### src/rtl/lld_tcs_pkg.sv
// ----------------------------------------------------------------------------
// lld_tcs_pkg
// Widths, sequencer codes and unit interface types of the transport sweep.
// ----------------------------------------------------------------------------
`default_nettype none

package lld_tcs_pkg;

    // Field widths (Q16.16 fluxes; 16 fraction bits throughout)
    localparam int EDGE_AW    = 6;
    localparam int EDGE_DEPTH = 1 << EDGE_AW;
    localparam int FLUX_W     = 32;
    localparam int MU_W       = 18;
    localparam int LEN_W      = 31;

    // Shared multiplier: 33x33 signed, 64-bit registered product
    localparam int OPND_W = 33;
    localparam int PROD_W = 64;

    // Divider: 63-bit magnitudes, one quotient bit per cycle on each lane
    localparam int MAG_W     = 63;
    localparam int DIV_STEPS = 32;
    localparam int DIV_CNT_W = $clog2(DIV_STEPS);
    localparam int DIV_LANES = 2;
    localparam int LANE_L    = 0;
    localparam int LANE_R    = 1;

    typedef enum logic [2:0] {
        S_IDLE,
        S_CALC,
        S_PREP,
        S_DSTART,
        S_DWAIT,
        S_FINISH
    } t_state;

    // Multiply sequence; each step after the first also consumes the previous step's product
    typedef enum logic [3:0] {
        ST_SH,
        ST_HQL,
        ST_HQR,
        ST_MP,
        ST_MM,
        ST_AA,
        ST_AS1,
        ST_MS2,
        ST_AS2,
        ST_MS1,
        ST_LAST
    } t_step;

    typedef struct packed {
        logic                                start;
        logic [MAG_W-1:0]                    den;
        logic [DIV_LANES-1:0][MAG_W-1:0]     mag;
    } t_div_req;

    typedef struct packed {
        logic                                busy;
        logic [DIV_LANES-1:0]                ovf;
        logic [DIV_LANES-1:0][FLUX_W-1:0]    q;
    } t_div_rsp;

endpackage

`default_nettype wire

### src/rtl/lld_tcs_mul.sv
// ----------------------------------------------------------------------------
// lld_tcs_mul
// Shared signed multiplier with a registered product.
// ----------------------------------------------------------------------------
`default_nettype none

module lld_tcs_mul import lld_tcs_pkg::*; (
    input  logic                     i_clk,
    input  logic signed [OPND_W-1:0] i_a,
    input  logic signed [OPND_W-1:0] i_b,
    output logic signed [PROD_W-1:0] o_prod
);

    logic signed [2*OPND_W-1:0] full;
    logic signed [PROD_W-1:0]   r_prod;

    // all products in use fit in 64 bits signed
    assign full = i_a * i_b;

    always_ff @(posedge i_clk) begin
        r_prod <= full[PROD_W-1:0];
    end

    assign o_prod = r_prod;

endmodule

`default_nettype wire

### config.mk
export PLATFORM = sky130hd
export DESIGN_NAME = lld_tcs_mul
export DESIGN_NICKNAME = d
export VERILOG_FILES = /design/src/rtl/lld_tcs_pkg.sv /design/src/rtl/lld_tcs_mul.sv
export SDC_FILE = /design/constraint.sdc
export NUM_CORES = 2
export LEC_CHECK = 0
export BUFFER_PORTS_ARGS = -buffer_cell sky130_fd_sc_hd__buf_2
export CORE_MARGIN = 8
export CORE_UTILIZATION = 60
export DETAILED_ROUTE_END_ITERATION = 7
export PLACE_DENSITY = 0.8
export SLEW_MARGIN = 20
export SYNTH_ARGS = -nofsm -noshare
export SYNTH_HDL_FRONTEND = slang
export SYNTH_SLANG_ARGS = --single-unit
### constraint.sdc
create_clock -name i_clk -period 9.17 [get_ports i_clk]
set_clock_uncertainty 0.05 [all_clocks]
set_input_delay 1.3755 -clock i_clk [delete_from_list [all_inputs] [get_ports i_clk]]
set_output_delay 1.3755 -clock i_clk [all_outputs]
set_load 0.02 [all_outputs]
Word-level counts from Yosys, hierarchy flattened:

Index checks and enable logic that the tools add are counted.

* register bits after elaboration: 64
* input bits: 67
* output and inout port bits: 64
* word-level logic and storage cells: 2

* multiply operators: 1

Operators with widths (number)
* 33-bit by 33-bit multiplier with 64-bit output: 1

Logic depth before layout (Yosys ltp):

* word-level depth: 1
* depth in mapped cells: 28
* depth with buffers taken out: 26

Least setup slack after synthesis:

OpenSTA, ideal clock, no wires.

* kind: input-to-reg
* start: input i_a[32]
* end: register r_prod[63], in the netlist o_prod[63]
* library setup time: 72 ps
* arrival time: 8567 ps
* data required time: 9048 ps
* setup slack: 480 ps
* stages: 24
* path buffers: 1
* cells stage by stage: clkbuf_1 -> nand2_1 -> inv_1 -> fa_1 -> fa_1 -> fa_1 -> inv_1 -> fa_1 -> inv_1 -> fa_1 -> fa_1 -> fa_1 -> inv_1 -> fa_1 -> inv_1 -> ha_1 -> a21o_1 -> a21o_1 -> a21oi_1 -> nand2_1 -> o31ai_1 -> o211ai_1 -> a21oi_1 -> xnor2_1

* word-level cells in the longest chain between the ends: 1

Ends and longest elaborated chain
* from (decl): line lld_tcs_mul.sv:9 `input logic signed [OPND_W-1:0] i_a,`
* 33-bit by 33-bit multiplier with 64-bit output: line lld_tcs_mul.sv:18 `assign full = i_a * i_b;`
* net full[63]: line lld_tcs_mul.sv:14 `logic signed [2*OPND_W-1:0] full;`
* to (signal assigned): line lld_tcs_mul.sv:21 `r_prod <= full[PROD_W-1:0];`
* to (decl): line lld_tcs_mul.sv:15 `logic signed [PROD_W-1:0] r_prod;`

The timed path passes the listed nets, and every way through them passes these cells.

Final worst setup path:

* start: input i_b[18]
* end: register r_prod[53], in the netlist o_prod[53]

* word-level cells in the longest chain between the ends: 1

Ends and longest elaborated chain
* from (decl): line lld_tcs_mul.sv:10 `input logic signed [OPND_W-1:0] i_b,`
* 33-bit by 33-bit multiplier with 64-bit output: line lld_tcs_mul.sv:18
* net full[53]: line lld_tcs_mul.sv:14

The timed path passes the listed nets, and every way through them passes these cells.

==> flow_summary.json <==
{
  "grt_max_degree": 35,
  "crit_type": "input pin to flop",
  "first_global_vias": 31700,
  "hp-start": "i_b[0]",
  "layout_common_cells": "1,124 x fa_1, 1,086 x inv_1, 548 x and2_1",
  "end_kind": "flop",
  "cts_htree_levels": 3,
  "layout-drive-gt1-share_pct": 5.74,
  "antenna_found_initial": 7,
  "clkTransAtPathRegs_ns": 0.07,
  "grt.met1_usage_pct": 33.0,
  "ys_ff_latch": 64,
  "busiest_layer": "met2",
  "finalCritPeriodShare_pct": 96.8,
  "placed_cells": 5066,
  "worst_slew_pin_slew_ns": 0.786,
  "final_common_cell": "fa_1",
  "firstDrtPassIters": 6,
  "postCtsSetupRepairBufs": 0,
  "slew_violations": 0,
  "boundaryPins": 131,
  "syn_area_um2": 39500,
  "postRouteAntennaNets": 0,
  "ys_warn_count": 0,
  "min_path_type": "input pin to flop",
  "syn_inst": 4207,
  "rows": 94,
  "finalHoldViolations": 0,
  "gp_congestion": 0.937,
  "hpwl_um": 87600,
  "synth_nets": 5611,
  "area_delta_synth_final_pct": 4.90,
  "cts_tree": "yes",
  "worstPathRequired_ns": 9.36,
  "tns_ns": 0,
  "ctsHoldBuffers": 0,
  "cts_buffer_depth": 2,
  "worstPathArrival_ns": 9.07,
  "whs_endpoint": "o_prod[0]",
  "synth_edf_count": 0,
  "rsz0062_at_grt": "no",
  "start_util_pct": 60.4,
  "setup_viol_count_final": 0,
  "die-area_um2": 74400,
  "die_w_um": 273,
  "fmaxAchievable_ghz": 0.113,
  "crit_path_max_fanout": 33,
  "post-route-util_pct": 63.3,
  "status": "completed",
  "layout.nets": 5617,
  "async_flop_share_pct": 0,
  "groute.layer.met3.usage_pct": 3.86,
  "min_period_ns": 8.88,
  "syn_avg_cell_area_um2": 9.40,
  "num_vias": 28500,
  "cap_violations": 0,
  "ys_seq_area_share_pct": 3.24,
  "gr-total-overflow": 0,
  "largest_reg_flops": 64,
  "timing.max_slew.rel_slack_pct": 47.6,
  "drc_errors": 0,
  "synthFlopType": "dfxtp_1",
  "fin_cells": 5088,
  "avgRoutedWirePerCell_um": 20.2,
  "grt_usage_pct": 28.6,
  "core_area_um2": 65500,
  "startpoint_type": "input pin",
  "cts_resized": 0,
  "first_iter_violations": 1948,
  "io_buffers": 130,
  "grt_first_pass_wirelength_um": 166000,
  "root_buffer": "clkbuf_16",
  "numCtsBuffers": 9,
  "drt-total-wl_um": 103000,
  "cts_sinks": 64,
  "grt_use_met2_pct": 50.3,
  "worstHoldPathCells": 3,
  "die_h_um": 273,
  "synthDistinctLibCells": 57,
  "viasPerCell": 5.61
}
-- through the flow --
| step | setup slack [ns] | hold WS [ns] | instance area [um2] |
|---|---|---|---|
| after floorplan | 0.480 | 1.45 | 39500 |
| after CTS | 0.416 | 1.61 | 41500 |
| after global routing | 0.0208 | 1.63 | 41500 |
| after detailed placement | 0.0609 | 1.74 | 41100 |
| final | 0.293 | 1.64 | 41500 |
| after global placement | 0.160 | 1.74 | 41100 |
-- synthesized netlist by cell type (21+ instances only) --
master / count / area share (%)
inv_1: 1086 / 10
nor2b_1: 32 / 0.51
xnor2_1: 55 / 1.2
a21oi_1: 69 / 0.87
and2_1: 548 / 8.7
fa_1: 1125 / 57
nand2_1: 547 / 5.2
xor2_1: 21 / 0.47
o21ai_0: 29 / 0.37
dfxtp_1: 64 / 3.2
ha_1: 212 / 6.7
clkbuf_1: 222 / 2.1
-- layout make-up --
type,count,area [um2]
Inverter,1086,4080
Fill cell,5265,24000
Multi-Input combinational cell,2835,33400
Timing Repair Buffer,217,1340
Clock buffer,10,239
Clock inverter,6,92.6
Antenna cell,6,15.0
Sequential cell,64,1280
Tap cell,864,1080
-- metal layers --
layer	share of wire (%)	vias up
met5	0.013	-
met4	7.5	2
met3	6.9	409
met2	52	1414
met1	34	14800
li1	-	12000
-- worst max path at each step --
| stage | startpoint | end | slack (ns) | cells past startpoint |
|---|---|---|---|---|
| 4_1_cts | i_b[9] | o_prod[61] | 0.42 | 26 |
| 2_1_floorplan | i_a[32] | o_prod[63] | 0.48 | 24 |
| 3_3_place_gp | i_b[9] | o_prod[61] | 0.16 | 27 |
| 5_1_grt | i_b[9] | o_prod[63] | 0.02 | 27 |
| 6_report | i_b[18] | o_prod[53] | 0.29 | 25 |
| 3_5_place_dp | i_b[9] | o_prod[61] | 0.06 | 26 |
-- logic make-up (layout without fill, tap and decap cells) --
| kind of cell | count (synthesis) | in the layout | synth area share [%] |
|---|---|---|---|
| fa+ha+maj | 1337 | 1337 | 63.7 |
| mux | 1 | 1 | 0.0253 |
| compound gates | 200 | 200 | 3.25 |
| other cells | 0 | 6 | 0 |
| buf+inv | 1308 | 1319 | 12.4 |
| xor+xnor | 76 | 76 | 1.68 |
| simple gates | 1221 | 1221 | 15.7 |
| flops | 64 | 64 | 3.24 |
-- critical path: stages --
cell,delay (ns)
buf_2,0.59
nand2_1,0.18
fa_1,0.56
fa_1,0.55
inv_1,0.05
fa_1,0.50
inv_1,0.06
fa_1,0.54
inv_1,0.06
fa_1,0.53
fa_1,0.45
fa_1,0.49
inv_1,0.05
fa_1,0.54
inv_1,0.07
ha_1,0.42
and4_1,0.28
nand2_1,0.09
nor4_1,0.36
o211ai_1,0.21
nand3_1,0.29
a41oi_1,0.24
o21ai_1,0.20
a21oi_1,0.11
xnor2_1,0.26
Power is not shown: default switching activity piles up to over one toggle a cycle in this logic, so the estimate is an artifact.
