<file path="config.mk">
export PLATFORM = sky130hd
export DESIGN_NAME = lld_tcs_mem
export DESIGN_NICKNAME = d
export VERILOG_FILES = /design/src/rtl/lld_tcs_pkg.sv /design/src/rtl/lld_tcs_mem.sv
export SDC_FILE = /design/constraint.sdc
export NUM_CORES = 2
export LEC_CHECK = 0
export ABC_AREA = 1
export BUFFER_PORTS_ARGS = -buffer_cell sky130_fd_sc_hd__buf_2
export CORE_ASPECT_RATIO = 1.1
export CORE_MARGIN = 5
export CORE_UTILIZATION = 40
export DETAILED_ROUTE_END_ITERATION = 10
export MAX_ROUTING_LAYER = met4
export PLACE_DENSITY = 0.58
export SYNTH_ARGS = -nofsm -noshare
export SYNTH_HDL_FRONTEND = slang
export SYNTH_SLANG_ARGS = --single-unit
</file>
<file path="constraint.sdc">
create_clock -name i_clk -period 12.6 [get_ports i_clk]
set_clock_uncertainty 0.2 [all_clocks]
set_input_delay 0 -clock i_clk [delete_from_list [all_inputs] [get_ports i_clk]]
set_output_delay 0 -clock i_clk [all_outputs]
set_load 0.005 [all_outputs]
</file>
<file path="src/rtl/lld_tcs_pkg.sv">
// ----------------------------------------------------------------------------
// lld_tcs_pkg
// Widths, sequencer codes and unit interface types of the transport sweep.
// ----------------------------------------------------------------------------
`default_nettype none

package lld_tcs_pkg;

    // Field widths (Q16.16 fluxes; 16 fraction bits throughout)
    localparam int EDGE_AW    = 6;
    localparam int EDGE_DEPTH = 1 << EDGE_AW;
    localparam int FLUX_W     = 32;
    localparam int MU_W       = 18;
    localparam int LEN_W      = 31;

    // Shared multiplier: 33x33 signed, 64-bit registered product
    localparam int OPND_W = 33;
    localparam int PROD_W = 64;

    // Divider: 63-bit magnitudes, one quotient bit per cycle on each lane
    localparam int MAG_W     = 63;
    localparam int DIV_STEPS = 32;
    localparam int DIV_CNT_W = $clog2(DIV_STEPS);
    localparam int DIV_LANES = 2;
    localparam int LANE_L    = 0;
    localparam int LANE_R    = 1;

    typedef enum logic [2:0] {
        S_IDLE,
        S_CALC,
        S_PREP,
        S_DSTART,
        S_DWAIT,
        S_FINISH
    } t_state;

    // Multiply sequence; each step after the first also consumes the previous step's product
    typedef enum logic [3:0] {
        ST_SH,
        ST_HQL,
        ST_HQR,
        ST_MP,
        ST_MM,
        ST_AA,
        ST_AS1,
        ST_MS2,
        ST_AS2,
        ST_MS1,
        ST_LAST
    } t_step;

    typedef struct packed {
        logic                                start;
        logic [MAG_W-1:0]                    den;
        logic [DIV_LANES-1:0][MAG_W-1:0]     mag;
    } t_div_req;

    typedef struct packed {
        logic                                busy;
        logic [DIV_LANES-1:0]                ovf;
        logic [DIV_LANES-1:0][FLUX_W-1:0]    q;
    } t_div_rsp;

endpackage

`default_nettype wire

</file>
<file path="src/rtl/lld_tcs_mem.sv">
// ----------------------------------------------------------------------------
// lld_tcs_mem
// Edge flux store: one write port, one registered read port.
// ----------------------------------------------------------------------------
`default_nettype none

module lld_tcs_mem import lld_tcs_pkg::*; (
    input  logic               i_clk,
    input  logic               i_we,
    input  logic [EDGE_AW-1:0] i_waddr,
    input  logic [FLUX_W-1:0]  i_wdata,
    input  logic               i_re,
    input  logic [EDGE_AW-1:0] i_raddr,
    output logic [FLUX_W-1:0]  o_rdata
);

    logic [FLUX_W-1:0] mem [EDGE_DEPTH];
    logic [FLUX_W-1:0] r_rdata;

    always_ff @(posedge i_clk) begin
        if (i_we) begin
            mem[i_waddr] <= i_wdata;
        end
    end

    always_ff @(posedge i_clk) begin
        if (i_re) begin
            r_rdata <= mem[i_raddr];
        end
    end

    assign o_rdata = r_rdata;

endmodule

`default_nettype wire

</file>
# After elaboration in Yosys (flattened, before gate mapping)
# Memories as Yosys holds them, arrays and structs flattened. A register that Yosys moved wholly into a read port is not among the register bits.
# Cells that the tools add are included.
dict set report classes {
  shifts 0
  add_sub_neg 0
  magnitude_cmp 0
  multipliers 0
  n_div 0
  reduce_logical 0
  muxes 2
  bitwise_logic 0
  n_eq_ne 0
}
# op count
set ops {}
lappend ops {{2-to-1 mux 1 bit} 2}
dict set report word_totals {
  output_inout_bits 32
  word_cells 3
  inputBits 47
  mem_bits_rw 2048
  mem_bits_ro 0
  memories 1
  register_bits 0
  latchBits 0
}
# name words word_bits read_ports rd_clocked_by_memory_dff wr line
set memory_table {}
lappend memory_table {mem 64 32 1 1 1 lld_tcs_mem.sv:17} ;# logic [FLUX_W-1:0] mem [EDGE_DEPTH];

# Logic depth before layout (Yosys ltp)
dict set report logic_depth {
  ltp_word 2
  ltp_mapped 13
  mapped_depth_nobuf 9
}

# Worst setup path before layout
# OpenSTA, ideal clock, no wires.
dict set report synth_path {
  path_type {input-to-reg}
  from {input port i_we}
  to {memory mem[48][0] (enable)}
  setup_ps 502
  setup_slack_ps 8270
  cell_stages 3
  arrival_time_ps 3628
  t_required_ps 11898
  path_buffers 1
  path_cell_list {clkbuf_1 -> nand4_1 -> nor4_1}
}
dict set report synth_via {
  elab_chain_cells 2
}
# item line
set synth_lines {}
lappend synth_lines {{start: declaration} lld_tcs_mem.sv:9} ;# input logic i_we,
lappend synth_lines {{2-to-1 mux 1 bit} lld_tcs_mem.sv:21} ;# if (i_we) begin
lappend synth_lines {{2-to-1 mux 1 bit (implied by the code)} lld_tcs_mem.sv:22} ;# mem[i_waddr] <= i_wdata;
lappend synth_lines {{end: declaration} lld_tcs_mem.sv:17}
# Every way passes these cells.

==> qor.yml <==
status: "completed"
htreeDepth: 4
die_w_um: 444
drc: 0
syn_inst: 6769
peakVddDrop_v: 0.000121
yosysUniqueCellTypes: 15
dp.cells: 9303
finalSetupTns_ns: 0
std_cell_rows: 175
crit_top_cell: "nand3_1"
drv_slew: 0
leakage_nw: 32.2
crit-reg2reg-capture: "o_rdata[12]"
path_cells: "dlygate4sd3_1, buf_8, inv_8, buf_4, buf_4, nand3_1, nand3_1, nand3_1, nand3_1, nand2_1, dlygate4sd3_1, nand2_1, nand2_1, dlygate4sd3_1"
fmax_ghz: 0.206
hold_viol_final: 0
track_usage_pct: 23.3
p_per_area_nw_per_um2: 153
hold_slack_ns: 0.0869
overflow: 0
setup_slack_ns: 7.73
die_y_um: 488
r2r_slack_ns: 9.64
worstReg2RegStart: "mem[17][12]"
cp.required_ns: 12.97
hold_path_end: "mem[56][13]"
crit_arrival_ns: 5.24
ys.warnings.count: 0
cts_buffer_depth: 3
maxCapViolations: 0
post-synth-top-count-cell: "nand2_1"
intPower_mw: 10.9
initial_core_util_pct: 40.2
finalNetCount: 6857
core_area_um2: 207000
vias_per_cell: 5.55
netlist_area_um2: 83100
r2r_cells: 10
fin_crit_sh_pct: 38.6
yosys-top-cells-count: "nand2_1 (2248), edfxtp_1 (2080), nand3_1 (1907)"
path_class: "in -> reg"
clkSinkCount: 2080
clk_pin_slew_worst_paths_ns: 0.06
pwr-share-seq_pct: 54.3
hold_start: "i_waddr[4]"
crit_family: "buffers and inverters"
synth_top_area_cell: "edfxtp_1"
maxSlewHeadroom_pct: 11.2
grt_max_degree: 168
cpPeakStageDelay_ns: 0.70
synth_edf_count: 2080
clockPowerShare_pct: 39.3
synth_area_leaders: "edfxtp_1 (75%), nand3_1 (11%), nand2_1 (10%)"
drtAntennaViolNets: 0
grt_pass1_vias: 50900
synth-seq-cells: 2080
first_pass_iters: 6
cp-end-kind: "flip-flop"
clock_latency_ns: 0.83
final-instance-count-excl-fill: 9725
hp-class: "in -> reg"
drtIter0Drc: 6755
rsz0062_at_grt: "no"
setup_viol: 0
switchingPower_mw: 3.24
port_buffers: 78
antenna_found_initial: 13
fin_util_pct: 45.0
worstPathMaxFanout: 107
crit_buf_inv: 7
seq_area_um2: 62500
final_area_um2: 92900
synth.yosys.seq_area_share_pct: 75.2
cts_buffers: 196
post-place-ws_ns: 7.80
cts_tree: "done"
dpl-instance-area_um2: 86500
post_cts_buffers: 0
place_congestion: 0.808
power_frac_comb_pct: 6.3
drive_gt1_share_pct: 7.93
cp_slowest_cell: "buf_4"
path_depth: 14
dp_hpwl_um: 126000
worst_pin_slew_ns: 1.32
wl_per_cell_um: 25.7
holdPathStages: 3
root_buffer: "clkbuf_16"
synth-main-ff-cell: "edfxtp_1"
period_minus_slack_ns: 4.87
die-area_um2: 217000
startpoint_type: "primary input"
num_io_pins: 79
syn2layout_area_growth_pct: 11.9
async_reset_ff_share_pct: 0
routed_wl_um: 250000
yosysTopAreaCellShare_pct: 75.2
avgSynthCellArea_um2: 12.3
power_mw: 14.2
grt_pass1_wl_um: 360000
multi_input_area_um2: 18800
vias: 54001
num-fill-cells: 18634
synth_nets: 6816
switching_share_pct: 22.9
==> power groups by stage <==
stage,registers (mW),logic [mW],clock network [mW]
6_report,7.70,0.898,5.57
5_1_grt,7.70,0.967,5.93
4_1_cts,7.70,0.896,5.64
3_5_place_dp,7.85,0.879,0
3_3_place_gp,7.85,0.872,0
2_1_floorplan,7.83,0.471,0
==> flip-flops by register name, indices dropped and copies added (netlist names) <==
name / flops
mem: 2048
o_rdata: 32
==> worst reg2reg max path, cell delays in order (launching register included) <==
cell	delay (ns)
edfxtp_1	0.36
nand2_1	0.08
nand3_1	0.09
nand3_1	0.13
nand3_1	0.12
nand3_1	0.35
nand2_1	0.12
dlygate4sd3_1	0.58
nand2_1	0.08
nand2_1	0.05
dlygate4sd3_1	0.56
==> layer usage <==
layer  vias up  wire length, um  global-route usage (%)
met4         0             9770                    8.31
met5         -                0                       -
met1     27031            99700                    30.0
met3       433            18900                    3.66
met2      2296           121000                    37.9
li1      24241                -                       -
==> cell usage in the layout (no fill, tap or decap) <==
| cell type | instances |
|---|---|
| buf_12 | 7 |
| buf_4 | 158 |
| inv_6 | 8 |
| nand2_1 | 2248 |
| inv_8 | 3 |
| edfxtp_1 | 2080 |
| nand3_1 | 1907 |
| clkinv_1 | 59 |
| dlygate4sd3_1 | 52 |
| clkinv_2 | 23 |
| clkbuf_16 | 201 |
| clkbuf_1 | 49 |
| nor4_2 | 8 |
| nand4_1 | 9 |
| buf_6 | 1 |
| buf_2 | 71 |
| nor2_4 | 56 |
| clkinv_8 | 2 |
| diode_2 | 19 |
| bufinv_16 | 7 |
| inv_1 | 7 |
| inv_16 | 2 |
| clkinvlp_4 | 2 |
| buf_8 | 3 |
==> logic make-up (layout without fill, tap and decap cells) <==
| logic type | after synthesis | count (layout) | synth area share [%] |
|---|---|---|---|
| buf+inv | 461 | 655 | 2.77 |
| flops | 2080 | 2080 | 75.2 |
| simple gates | 4228 | 4228 | 22.0 |
| other cells | 0 | 19 | 0 |
==> how the worst max path moves through the flow <==
stage                              to       start  slack (ns)
after floorplan            mem[48][0]        i_we        8.27
after CTS                 o_rdata[12]  i_raddr[1]        7.98
final                     o_rdata[12]  i_raddr[1]        7.73
after detailed placement  o_rdata[22]  i_raddr[0]        7.80
after global routing      o_rdata[12]  i_raddr[1]        7.68
after global placement    o_rdata[22]  i_raddr[0]        7.81
==> area by class of cell <==
cell class	count	area share, %
diodes	19	0.0512
clock buffers	250	5.61
clock inverters	101	0.734
inverters	12	0.0888
multi-input cells	4228	20.2
flip-flops and latches	2080	67.2
well taps	2743	3.69
repair buffers	292	2.43
==> timing repair <==
action / CTS / global route
resized for setup: 0 / 0
hold endpoints to repair: 2473 / 0
hold buffers: 52 / 0
No activity file was read; power rests on OpenSTA's default activity.
