==> config.mk <==
export PLATFORM = sky130hd
export DESIGN_NAME = lld_tcs_div
export DESIGN_NICKNAME = d
export VERILOG_FILES = /design/src/rtl/lld_tcs_pkg.sv /design/src/rtl/lld_tcs_div.sv
export SDC_FILE = /design/constraint.sdc
export NUM_CORES = 1
export LEC_CHECK = 0
export BUFFER_PORTS_ARGS = -buffer_cell sky130_fd_sc_hd__buf_2
export CORE_UTILIZATION = 39
export CTS_CLUSTER_SIZE = 8
export DETAILED_ROUTE_END_ITERATION = 6
export MAX_ROUTING_LAYER = met4
export PLACE_DENSITY = 0.56
export SLEW_MARGIN = 15
export SYNTH_ARGS = -nofsm -noshare
export SYNTH_HDL_FRONTEND = slang
export SYNTH_SLANG_ARGS = --single-unit
==> constraint.sdc <==
create_clock -name i_clk -period 6 [get_ports i_clk]
set_input_delay 0.3 -clock i_clk [delete_from_list [all_inputs] [get_ports i_clk]]
set_output_delay 0.3 -clock i_clk [all_outputs]
set_load 0.02 [all_outputs]
==> src/rtl/lld_tcs_pkg.sv <==
// ----------------------------------------------------------------------------
// lld_tcs_pkg
// Widths, sequencer codes and unit interface types of the transport sweep.
// ----------------------------------------------------------------------------
`default_nettype none

package lld_tcs_pkg;

    // Field widths (Q16.16 fluxes; 16 fraction bits throughout)
    localparam int EDGE_AW    = 6;
    localparam int EDGE_DEPTH = 1 << EDGE_AW;
    localparam int FLUX_W     = 32;
    localparam int MU_W       = 18;
    localparam int LEN_W      = 31;

    // Shared multiplier: 33x33 signed, 64-bit registered product
    localparam int OPND_W = 33;
    localparam int PROD_W = 64;

    // Divider: 63-bit magnitudes, one quotient bit per cycle on each lane
    localparam int MAG_W     = 63;
    localparam int DIV_STEPS = 32;
    localparam int DIV_CNT_W = $clog2(DIV_STEPS);
    localparam int DIV_LANES = 2;
    localparam int LANE_L    = 0;
    localparam int LANE_R    = 1;

    typedef enum logic [2:0] {
        S_IDLE,
        S_CALC,
        S_PREP,
        S_DSTART,
        S_DWAIT,
        S_FINISH
    } t_state;

    // Multiply sequence; each step after the first also consumes the previous step's product
    typedef enum logic [3:0] {
        ST_SH,
        ST_HQL,
        ST_HQR,
        ST_MP,
        ST_MM,
        ST_AA,
        ST_AS1,
        ST_MS2,
        ST_AS2,
        ST_MS1,
        ST_LAST
    } t_step;

    typedef struct packed {
        logic                                start;
        logic [MAG_W-1:0]                    den;
        logic [DIV_LANES-1:0][MAG_W-1:0]     mag;
    } t_div_req;

    typedef struct packed {
        logic                                busy;
        logic [DIV_LANES-1:0]                ovf;
        logic [DIV_LANES-1:0][FLUX_W-1:0]    q;
    } t_div_rsp;

endpackage

`default_nettype wire

==> src/rtl/lld_tcs_div.sv <==
// ----------------------------------------------------------------------------
// lld_tcs_div
// Two-lane restoring divider: floor(mag * 2^16 / den), one bit per cycle.
// Both lanes share the divisor; overflow flags a quotient of 2^32 or more.
// ----------------------------------------------------------------------------
`default_nettype none

module lld_tcs_div import lld_tcs_pkg::*; (
    input  logic     i_clk,
    input  logic     i_rst_n,
    input  t_div_req i_req,
    output t_div_rsp o_rsp
);

    logic                 r_busy;
    logic [DIV_CNT_W-1:0] r_cnt;
    logic [MAG_W-1:0]     r_den;
    logic [MAG_W-1:0]     r_rem [DIV_LANES];
    logic [FLUX_W-1:0]    r_shf [DIV_LANES];
    logic [FLUX_W-1:0]    r_q   [DIV_LANES];
    logic                 r_ovf [DIV_LANES];

    logic [MAG_W:0]       trial [DIV_LANES];
    logic [MAG_W:0]       diff  [DIV_LANES];
    logic                 ge    [DIV_LANES];

    // trial subtract per lane
    always_comb begin
        for (int k = 0; k < DIV_LANES; k++) begin
            trial[k] = {r_rem[k], r_shf[k][FLUX_W-1]};
            diff[k]  = trial[k] - {1'b0, r_den};
            ge[k]    = trial[k] >= {1'b0, r_den};
        end
    end

    // step control
    always_ff @(posedge i_clk) begin
        if (!i_rst_n) begin
            r_busy <= 1'b0;
            r_cnt  <= '0;
        end else if (i_req.start) begin
            r_busy <= 1'b1;
            r_cnt  <= '0;
        end else if (r_busy) begin
            r_cnt <= r_cnt + 1'b1;
            if (r_cnt == DIV_CNT_W'(DIV_STEPS - 1)) begin
                r_busy <= 1'b0;
            end
        end
    end

    // lane datapath; the upper dividend bits seed the remainder
    always_ff @(posedge i_clk) begin
        if (i_req.start) begin
            r_den <= i_req.den;
            for (int k = 0; k < DIV_LANES; k++) begin
                r_rem[k] <= {16'b0, i_req.mag[k][MAG_W-1:16]};
                r_shf[k] <= {i_req.mag[k][15:0], 16'b0};
                r_q[k]   <= '0;
                r_ovf[k] <= {16'b0, i_req.mag[k][MAG_W-1:16]} >= i_req.den;
            end
        end else if (r_busy) begin
            for (int k = 0; k < DIV_LANES; k++) begin
                r_shf[k] <= {r_shf[k][FLUX_W-2:0], 1'b0};
                if (ge[k]) begin
                    r_rem[k] <= diff[k][MAG_W-1:0];
                    r_q[k]   <= {r_q[k][FLUX_W-2:0], 1'b1};
                end else begin
                    r_rem[k] <= trial[k][MAG_W-1:0];
                    r_q[k]   <= {r_q[k][FLUX_W-2:0], 1'b0};
                end
            end
        end
    end

    always_comb begin
        o_rsp.busy = r_busy;
        for (int k = 0; k < DIV_LANES; k++) begin
            o_rsp.ovf[k] = r_ovf[k];
            o_rsp.q[k]   = r_q[k];
        end
    end

endmodule

`default_nettype wire

Word-level counts from Yosys, hierarchy flattened

Memories as Yosys holds them, arrays and structs flattened.
Cells that the tools add are included.

Add/sub/neg operators: 3
$lt $le $gt $ge: 4
Equality and inequality tests: 1
Mux-type cells: 34
Bitwise gates (word level): 11
Reduce and logical (&&, ||, !) cells: 1

Operators by type and width:

| kind                | number |
|---|---|
| $mux 63             | 4 |
| $ge 64x63->1        | 2 |
| $mux 32             | 4 |
| $ge 47x63->1        | 2 |
| $sub 63x63->63      | 2 |
| $mux 31             | 2 |
| $mux 1              | 24 |
| $or 1x1->1          | 10 |
| $add 5x1->5 const B | 1 |
| $eq 5x5->1 const B  | 1 |
| $reduce_or 2->1     | 1 |
| $not 1->1           | 1 |

Flip-flop bits (word level): 69
RAM bits: 254
Input port bits: 192
Output and inout bits: 67
Word-level logic and storage cells: 61
Memories: 4

Memory list:

| name  | words | bits a word | rd ports | clocked after memory_dff | wr ports | line              | source |
|---|---|---|---|---|---|---|---|
| r_rem | 2     | 63          | 2        | 0                        | 2        | lld_tcs_div.sv:18 | `logic [MAG_W-1:0] r_rem [DIV_LANES];` |
| r_q   | 2     | 32          | 2        | 0                        | 2        | lld_tcs_div.sv:20 | `logic [FLUX_W-1:0] r_q [DIV_LANES];` |
| r_shf | 2     | 31          | 2        | 0                        | 2        | lld_tcs_div.sv:19 | `logic [FLUX_W-1:0] r_shf [DIV_LANES];` |
| r_ovf | 2     | 1           | 2        | 0                        | 2        | lld_tcs_div.sv:21 | `logic r_ovf [DIV_LANES];` |

Logic depth before layout (Yosys ltp)

Gate-level depths: netlist of run 1.
An unclocked memory read counts as a cell.

Word-level depth: 8
Depth in mapped cells: 17
Depth with buffers taken out: 14

Least setup slack after synthesis of run 1

No wires, ideal clock.

Kind: reg2reg
Start: register r_busy
End: memory r_q[0][0], enable pin
Setup time: 0.490 ns
Data arrival time: 3.385 ns
Required time: 5.510 ns
Slack: 2.125 ns
Cell stages (with the launch flop): 3
Buffers on the path: 1
Period minus slack after synthesis: 3.875 ns
Cell sequence: dfxtp_1 > clkbuf_1 > or2_2

RTL lines:

| element                | line              | source |
|---|---|---|
| start, declared        | lld_tcs_div.sv:15 | `logic r_busy;` |
| start signal, assigned | lld_tcs_div.sv:39 | `r_busy <= 1'b0;` |
| start signal, assigned | lld_tcs_div.sv:42 | `r_busy <= 1'b1;` |
| start signal, assigned | lld_tcs_div.sv:47 | `r_busy <= 1'b0;` |
| end, declared          | lld_tcs_div.sv:20 |  |

==> flow_summary.yaml, run 1 <==
outcome:
  run_status: "completed"
hold_path:
  hold_depth: 3
  min_path_type: "input port to flop"
  hp-start: "i_req[78]"
  min_to: "r_shf[0][61]"
floorplanning:
  die_w_um: 239
  dieArea_sq_um: 57000
  io_pins: 259
  core_area_sq_um: 55300
  start_util_pct: 39.6
  die_h_um: 239
  rows: 86
clock_network:
  path_clk_slew_ps: 50
  ctsResizeCount: 0
  htreeDepth: 2
  cts_tree: "done"
  post_cts_buffers: 0
  clockBufferDepth: 3
  insertion_delay_ps: 580
  cts_made_buffers: 44
  clockRootBuffer: "clkbuf_16"
  holdBufCountCts: 94
  cts.sinks: 293
detailed_routing:
  wl_per_cell_um: 19.0
  antenna_left: 0
  via_per_inst: 5.48
  post-route-drc-count: 0
  routed_wl_mm: 66.3
  vias: 19100
  dr.pass1.iters: 5
  drt_iter0_drc: 1381
power_and_ir_drop:
  p_seq_share_pct: 35.1
  pwr-share-clk_pct: 31.6
  p_sw_mw: 2.54
  power.total_mw: 7.34
  power_density_nw_per_um2: 282
  switching_share_pct: 34.6
  intPower_mw: 4.80
  p_leak_nw: 11.7
  peakVddDrop_uv: 205
  p_comb_share_pct: 33.3
grt:
  grt_overflow: 0
  antenna_found_initial: 1
  grt_pass1_wl_mm: 103
  use_met2_pct: 36.6
  grtUsageMet3_pct: 3.16
  grt_max_degree: 131
  grt_pass1_vias: 18600
  grtUsageTotal_pct: 23.6
  groute.layer.met1.usage_pct: 32.8
  grt_busiest_layer: "met2"
logic_synthesis:
  synth_commonest_cells: "nand2_1, edfxtp_1, a21oi_1, ha_1, o21ai_0"
  ys_types: 72
  yosys.area.top_type: "edfxtp_1"
  synth_edf_count: 286
  synthTopCellsByArea: "edfxtp_1, ha_1, nand2_1"
  synth_cells: 2403
  yosysMostFrequentCell: "nand2_1"
  avgSynthCellArea_sq_um: 9.10
  synth_top_area_share_pct: 39.3
  ys_ff_latch: 293
  ys_seq_area_share_pct: 39.9
  ys.flop_type: "edfxtp_1"
  syn_nets: 2819
  async_flop_share_pct: 0
  yosys_warnings: 0
  synth_area_sq_um: 21900
final_layout:
  drive_gt1_share_pct: 12.6
  diodes: 0
  nNetsFinal: 3132
  syn_to_final_growth_pct: 19.0
  stdcell_count: 3485
  final_area_sq_um: 26000
placement:
  placed_cell_area_sq_um: 23800
  place_congestion: 0.962
  dpl.hpwl_mm: 50.8
  io_buffers: 258
  placedCellCount: 3323
timing:
  finalHoldViolations: 0
  max_freq_mhz: 236
  maxSlewViolCount: 0
  finClkSkew_ps: 15.9
  period_share_pct: 70.6
  worstMarginPinSlew_ps: 1080
  setup_violations: 0
  setup_tns_ps: 0
  relSlewSlack_pct: 28.1
  grt_setup_unrepaired: "false"
  min_period_ps: 4230
  holdWs_ps: 28.6
critical_path:
  worst_setup_path_end_kind: "flop"
  rrSetupSlack_ps: 1770
  cp-start-kind: "flop"
  r2r-end: "r_rem[1][37]"
  r2r_cells: 14
  worst-setup-path-type: "flop to flop"
  crit_fanout: 44
  required_ps: 6300
  critPathArrivalTime_ps: 4530
  reg2reg_from: "r_den[0]"
job:
  drv_cap: 0
worst max-delay path by stage:
stage / from / end / slack (ps) / depth (start not counted)
after global routing: r_den[0] / r_rem[1][29] / 1510 / 14
after global placement: r_den[0] / r_rem[1][15] / 1740 / 13
after floorplan: r_busy / r_q[0][0] / 2130 / 2
after CTS: r_den[0] / r_rem[1][13] / 1540 / 13
after detailed placement: r_den[0] / r_rem[1][12] / 1550 / 13
final: r_den[0] / r_rem[1][37] / 1770 / 14
logic make-up after synthesis:
group                    Yosys count  share of synthesized area, %
XOR/XNOR                         116                          4.64
buffers and inverters            259                          4.79
flip-flops                       293                          39.9
AND/OR/NAND/NOR                  763                          15.9
multiplexers                      64                          2.93
AO/OA/AOI/OAI                    684                          18.9
adder cells (fa/ha/maj)          224                          12.9
cell usage in the layout, fill, tap and decap left out, types with 11 or more instances in the layout:
| master | netlist | final |
|---|---|---|
| a31oi_1 | 19 | 19 |
| nand4_1 | 62 | 62 |
| a21oi_1 | 227 | 227 |
| o31ai_1 | 14 | 14 |
| edfxtp_1 | 286 | 286 |
| clkbuf_1 | 77 | 16 |
| nor2_1 | 160 | 160 |
| xnor2_1 | 64 | 64 |
| xor2_1 | 52 | 52 |
| nor3_1 | 39 | 39 |
| o21a_1 | 15 | 15 |
| dlygate4sd3_1 | 0 | 94 |
| nand3_1 | 21 | 21 |
| ha_1 | 222 | 222 |
| buf_2 | 13 | 257 |
| nand2_1 | 333 | 333 |
| inv_1 | 159 | 159 |
| o21ai_1 | 19 | 19 |
| o21bai_1 | 31 | 31 |
| and2_1 | 69 | 69 |
| a21o_1 | 94 | 94 |
| o21ai_0 | 182 | 182 |
| mux2i_1 | 64 | 64 |
| buf_4 | 4 | 13 |
| clkbuf_16 | 0 | 45 |
| a211oi_1 | 11 | 11 |
| nor2b_1 | 18 | 17 |
| nor4_1 | 17 | 17 |
worst max-delay path, cell delays in order, from the launching register on:
cell	delay (ps)
edfxtp_1	410
ha_1	250
fa_1	410
nand2b_1	200
a211oi_2	230
a211oi_2	110
o21ba_2	240
o21a_2	220
o21ai_2	250
o31ai_2	110
a31oi_2	290
or2_4	520
buf_16	320
mux2i_1	230
o21ai_0	100
layer usage:
layer,share of wire (%),wire length [um]
met1,47,31300
met2,46,30400
met5,0,0
met4,1.9,1230
met3,5.0,3320
sequential cells by signal, indices dropped and copies added, names as in the netlist:
| register | cells |
|---|---|
| r_ovf | 2 |
| r_busy | 1 |
| r_cnt | 5 |
| r_den | 63 |
| r_q | 64 |
| r_rem | 126 |
| r_shf | 32 |
power groups by stage:
stage | Clock, mW | Sequential, mW | Combinational, mW
finish | 2.32 | 2.58 | 2.44
global route | 2.45 | 2.60 | 2.71
CTS | 2.38 | 2.57 | 2.42
detailed placement | 0 | 2.61 | 2.36
global placement | 0 | 2.61 | 2.34
floorplan | 0 | 2.63 | 1.69
final cells by class:
type / count / area, sq um
clock inverters: 6 / 61.3
repair buffers: 367 / 2390
multi-input cells: 1851 / 12100
well taps: 748 / 936
clock buffers: 61 / 1190
fillers: 5412 / 29300
flip-flops and latches: 293 / 8730
inverters: 159 / 597
through the flow:
step | util (%) | worst slack [ps]
after global placement | 43.1 | 1740
after CTS | 47.0 | 1540
after global routing | 47.1 | 1510
after detailed placement | 43.1 | 1550
after floorplan | - | 2130
final | 47.1 | 1770
Note: power is estimated with default switching activity, not from simulation.
==> run 2: changes to the inputs <==
clock period = 4.4 ns   (was 6 ns; I/O delays follow)
==> flow_summary.yaml, run 2 (synthesis gave the netlist of run 1 again) <==
final_layout:
  drive_gt1_share_pct: 12.7
  reg.largest.list: "r_rem (126), r_q (64), r_den (63)"
  regArea_sq_um: 8730
  final_cell_mix: "nand2_1, edfxtp_1, buf_2"
  syn_to_final_growth_pct: 23.0
  nFillCells: 5271
  nNetsFinal: 3221
  multi_input_area_sq_um: 12100
  largest_reg_flops: 126
  utilization_pct: 48.6
  top_register: "r_rem"
  final_common_cell: "nand2_1"
timing:
  max_freq_mhz: 252
  relSlewSlack_pct: 16.8
  finClkSkew_ps: 28.5
  maxSlewViolCount: 0
  setup_violations: 0
  period_share_pct: 90.2
  min_period_ps: 3970
  worstMarginPinSlew_ps: 1230
  finalHoldViolations: 0
  grt_setup_unrepaired: "false"
clock_network:
  cts_tree: "done"
  clockRootBuffer: "clkbuf_16"
  clockBufferDepth: 3
  cts.sinks: 293
  insertion_delay_ps: 580
  htreeDepth: 2
  cts_made_buffers: 43
  path_clk_slew_ps: 60
grt:
  grt_max_degree: 154
  grt_overflow: 0
  groute.layer.met1.usage_pct: 32.0
  use_met2_pct: 38.4
  grt_pass1_wl_mm: 105
  grt_pass1_vias: 19300
  antenna_found_initial: 3
  grt_busiest_layer: "met2"
  grtUsageTotal_pct: 24.3
  grtUsageMet3_pct: 2.98
floorplanning:
  die_h_um: 239
  core_area_sq_um: 55300
  die_w_um: 239
  start_util_pct: 39.6
  dieArea_sq_um: 57000
  io_pins: 259
  rows: 86
power_and_ir_drop:
  peakVddDrop_uv: 262
  p_sw_mw: 3.48
  intPower_mw: 6.54
  p_leak_nw: 12.1
  switching_share_pct: 34.8
  power_density_nw_per_um2: 372
  p_comb_share_pct: 34.3
  p_seq_share_pct: 35.1
  pwr-share-clk_pct: 30.7
  power.total_mw: 10.0
detailed_routing:
  via_per_inst: 5.46
  routed_wl_mm: 68.8
  vias: 19500
  dr.pass1.iters: 5
  antenna_left: 0
  drt_iter0_drc: 1632
  wl_per_cell_um: 19.3
  post-route-drc-count: 0
job:
  drv_cap: 0
critical_path:
  worst_setup_path_end_kind: "flop"
  critPathArrivalTime_ps: 4370
  worst-setup-path-type: "flop to flop"
  required_ps: 4810
  crit_fanout: 45
  cp-start-kind: "flop"
hold_path:
  min_path_type: "input port to flop"
placement:
  dpl.hpwl_mm: 51.3
  place_congestion: 0.950
  io_buffers: 258
outcome:
  run_status: "completed"
[run 2: changes by cell type in the layout (fill, tap and decap cells not counted), sizes merged]
cell	previous run	this run
dlygate4sd3	94	173
buf	273	284
clkbuf	61	57
clkinv	3	4
clkinvlp	1	0
diode	0	1
inv	161	160
[run 2: worst paths after layout]
kind / depth (start not counted) / to / slack, ps / startpoint
hold / removal: 3 / r_rem[1][40] / 10 / i_req[119]
hold reg to reg: 2 / r_shf[0][56] / 500 / r_shf[0][55]
setup reg to reg: 15 / r_rem[0][36] / 430 / r_den[0]
setup / recovery: 15 / r_rem[0][36] / 430 / r_den[0]
[run 2: power by group through the flow]
stage	registers, mW	logic, mW	clock network, mW
3_5_place_dp	3.56	3.25	0
2_1_floorplan	3.58	2.30	0
6_report	3.51	3.43	3.07
3_3_place_gp	3.56	3.24	0
4_1_cts	3.51	3.39	3.15
5_1_grt	3.54	3.78	3.25
[run 2: per-stage QoR]
stage	setup TNS, ps	hold slack (ps)	instances	setup WS [ps]	cell area, sq um
after floorplan	0	292	2403	525	21900
after global placement	-864	414	3333	-864	23900
after detailed placement	-847	414	3333	-847	23900
after CTS	0	0.258	3568	125	26900
after global routing	0	26.7	3571	162	26900
final	0	13.9	3571	433	26900
[run 2: final cells by class]
type	instances	share of cell area [%]
sequential	293	32.4
inverter	159	2.22
timing repair buffer	457	12.3
multi-input combinational	1851	45.1
clock inverter	5	0.233
clock buffer	57	4.19
antenna	1	0.00930
tap	748	3.48
[run 2: metal layers]
layer	vias to the layer above	part of all wire (%)
met2	551	46
met1	9319	45
li1	9508	-
met3	128	5.3
met4	0	3.2
met5	-	0
[run 2: critical path, cell delays in order, from the launching register on]
cell and delay [ps]:
edfxtp_1 420, ha_1 250, fa_1 410, nand2b_1 180, a211oi_1 380, o21ai_0 190, o211ai_1 120, buf_4 190
a21oi_1 120, o21ai_2 270, a31o_2 280, a211oi_4 100, buf_12 210, nor2_1 190, inv_1 230, o21ai_0 230
[run 2: timing repair]
action                     CTS  global route
setup buffers                0             2
hold endpoints to repair   175             0
cloned                       0             0
gates resized for setup      1             2
setup endpoints to repair    1             8
hold buffers               173             0
pin swaps                    0             1
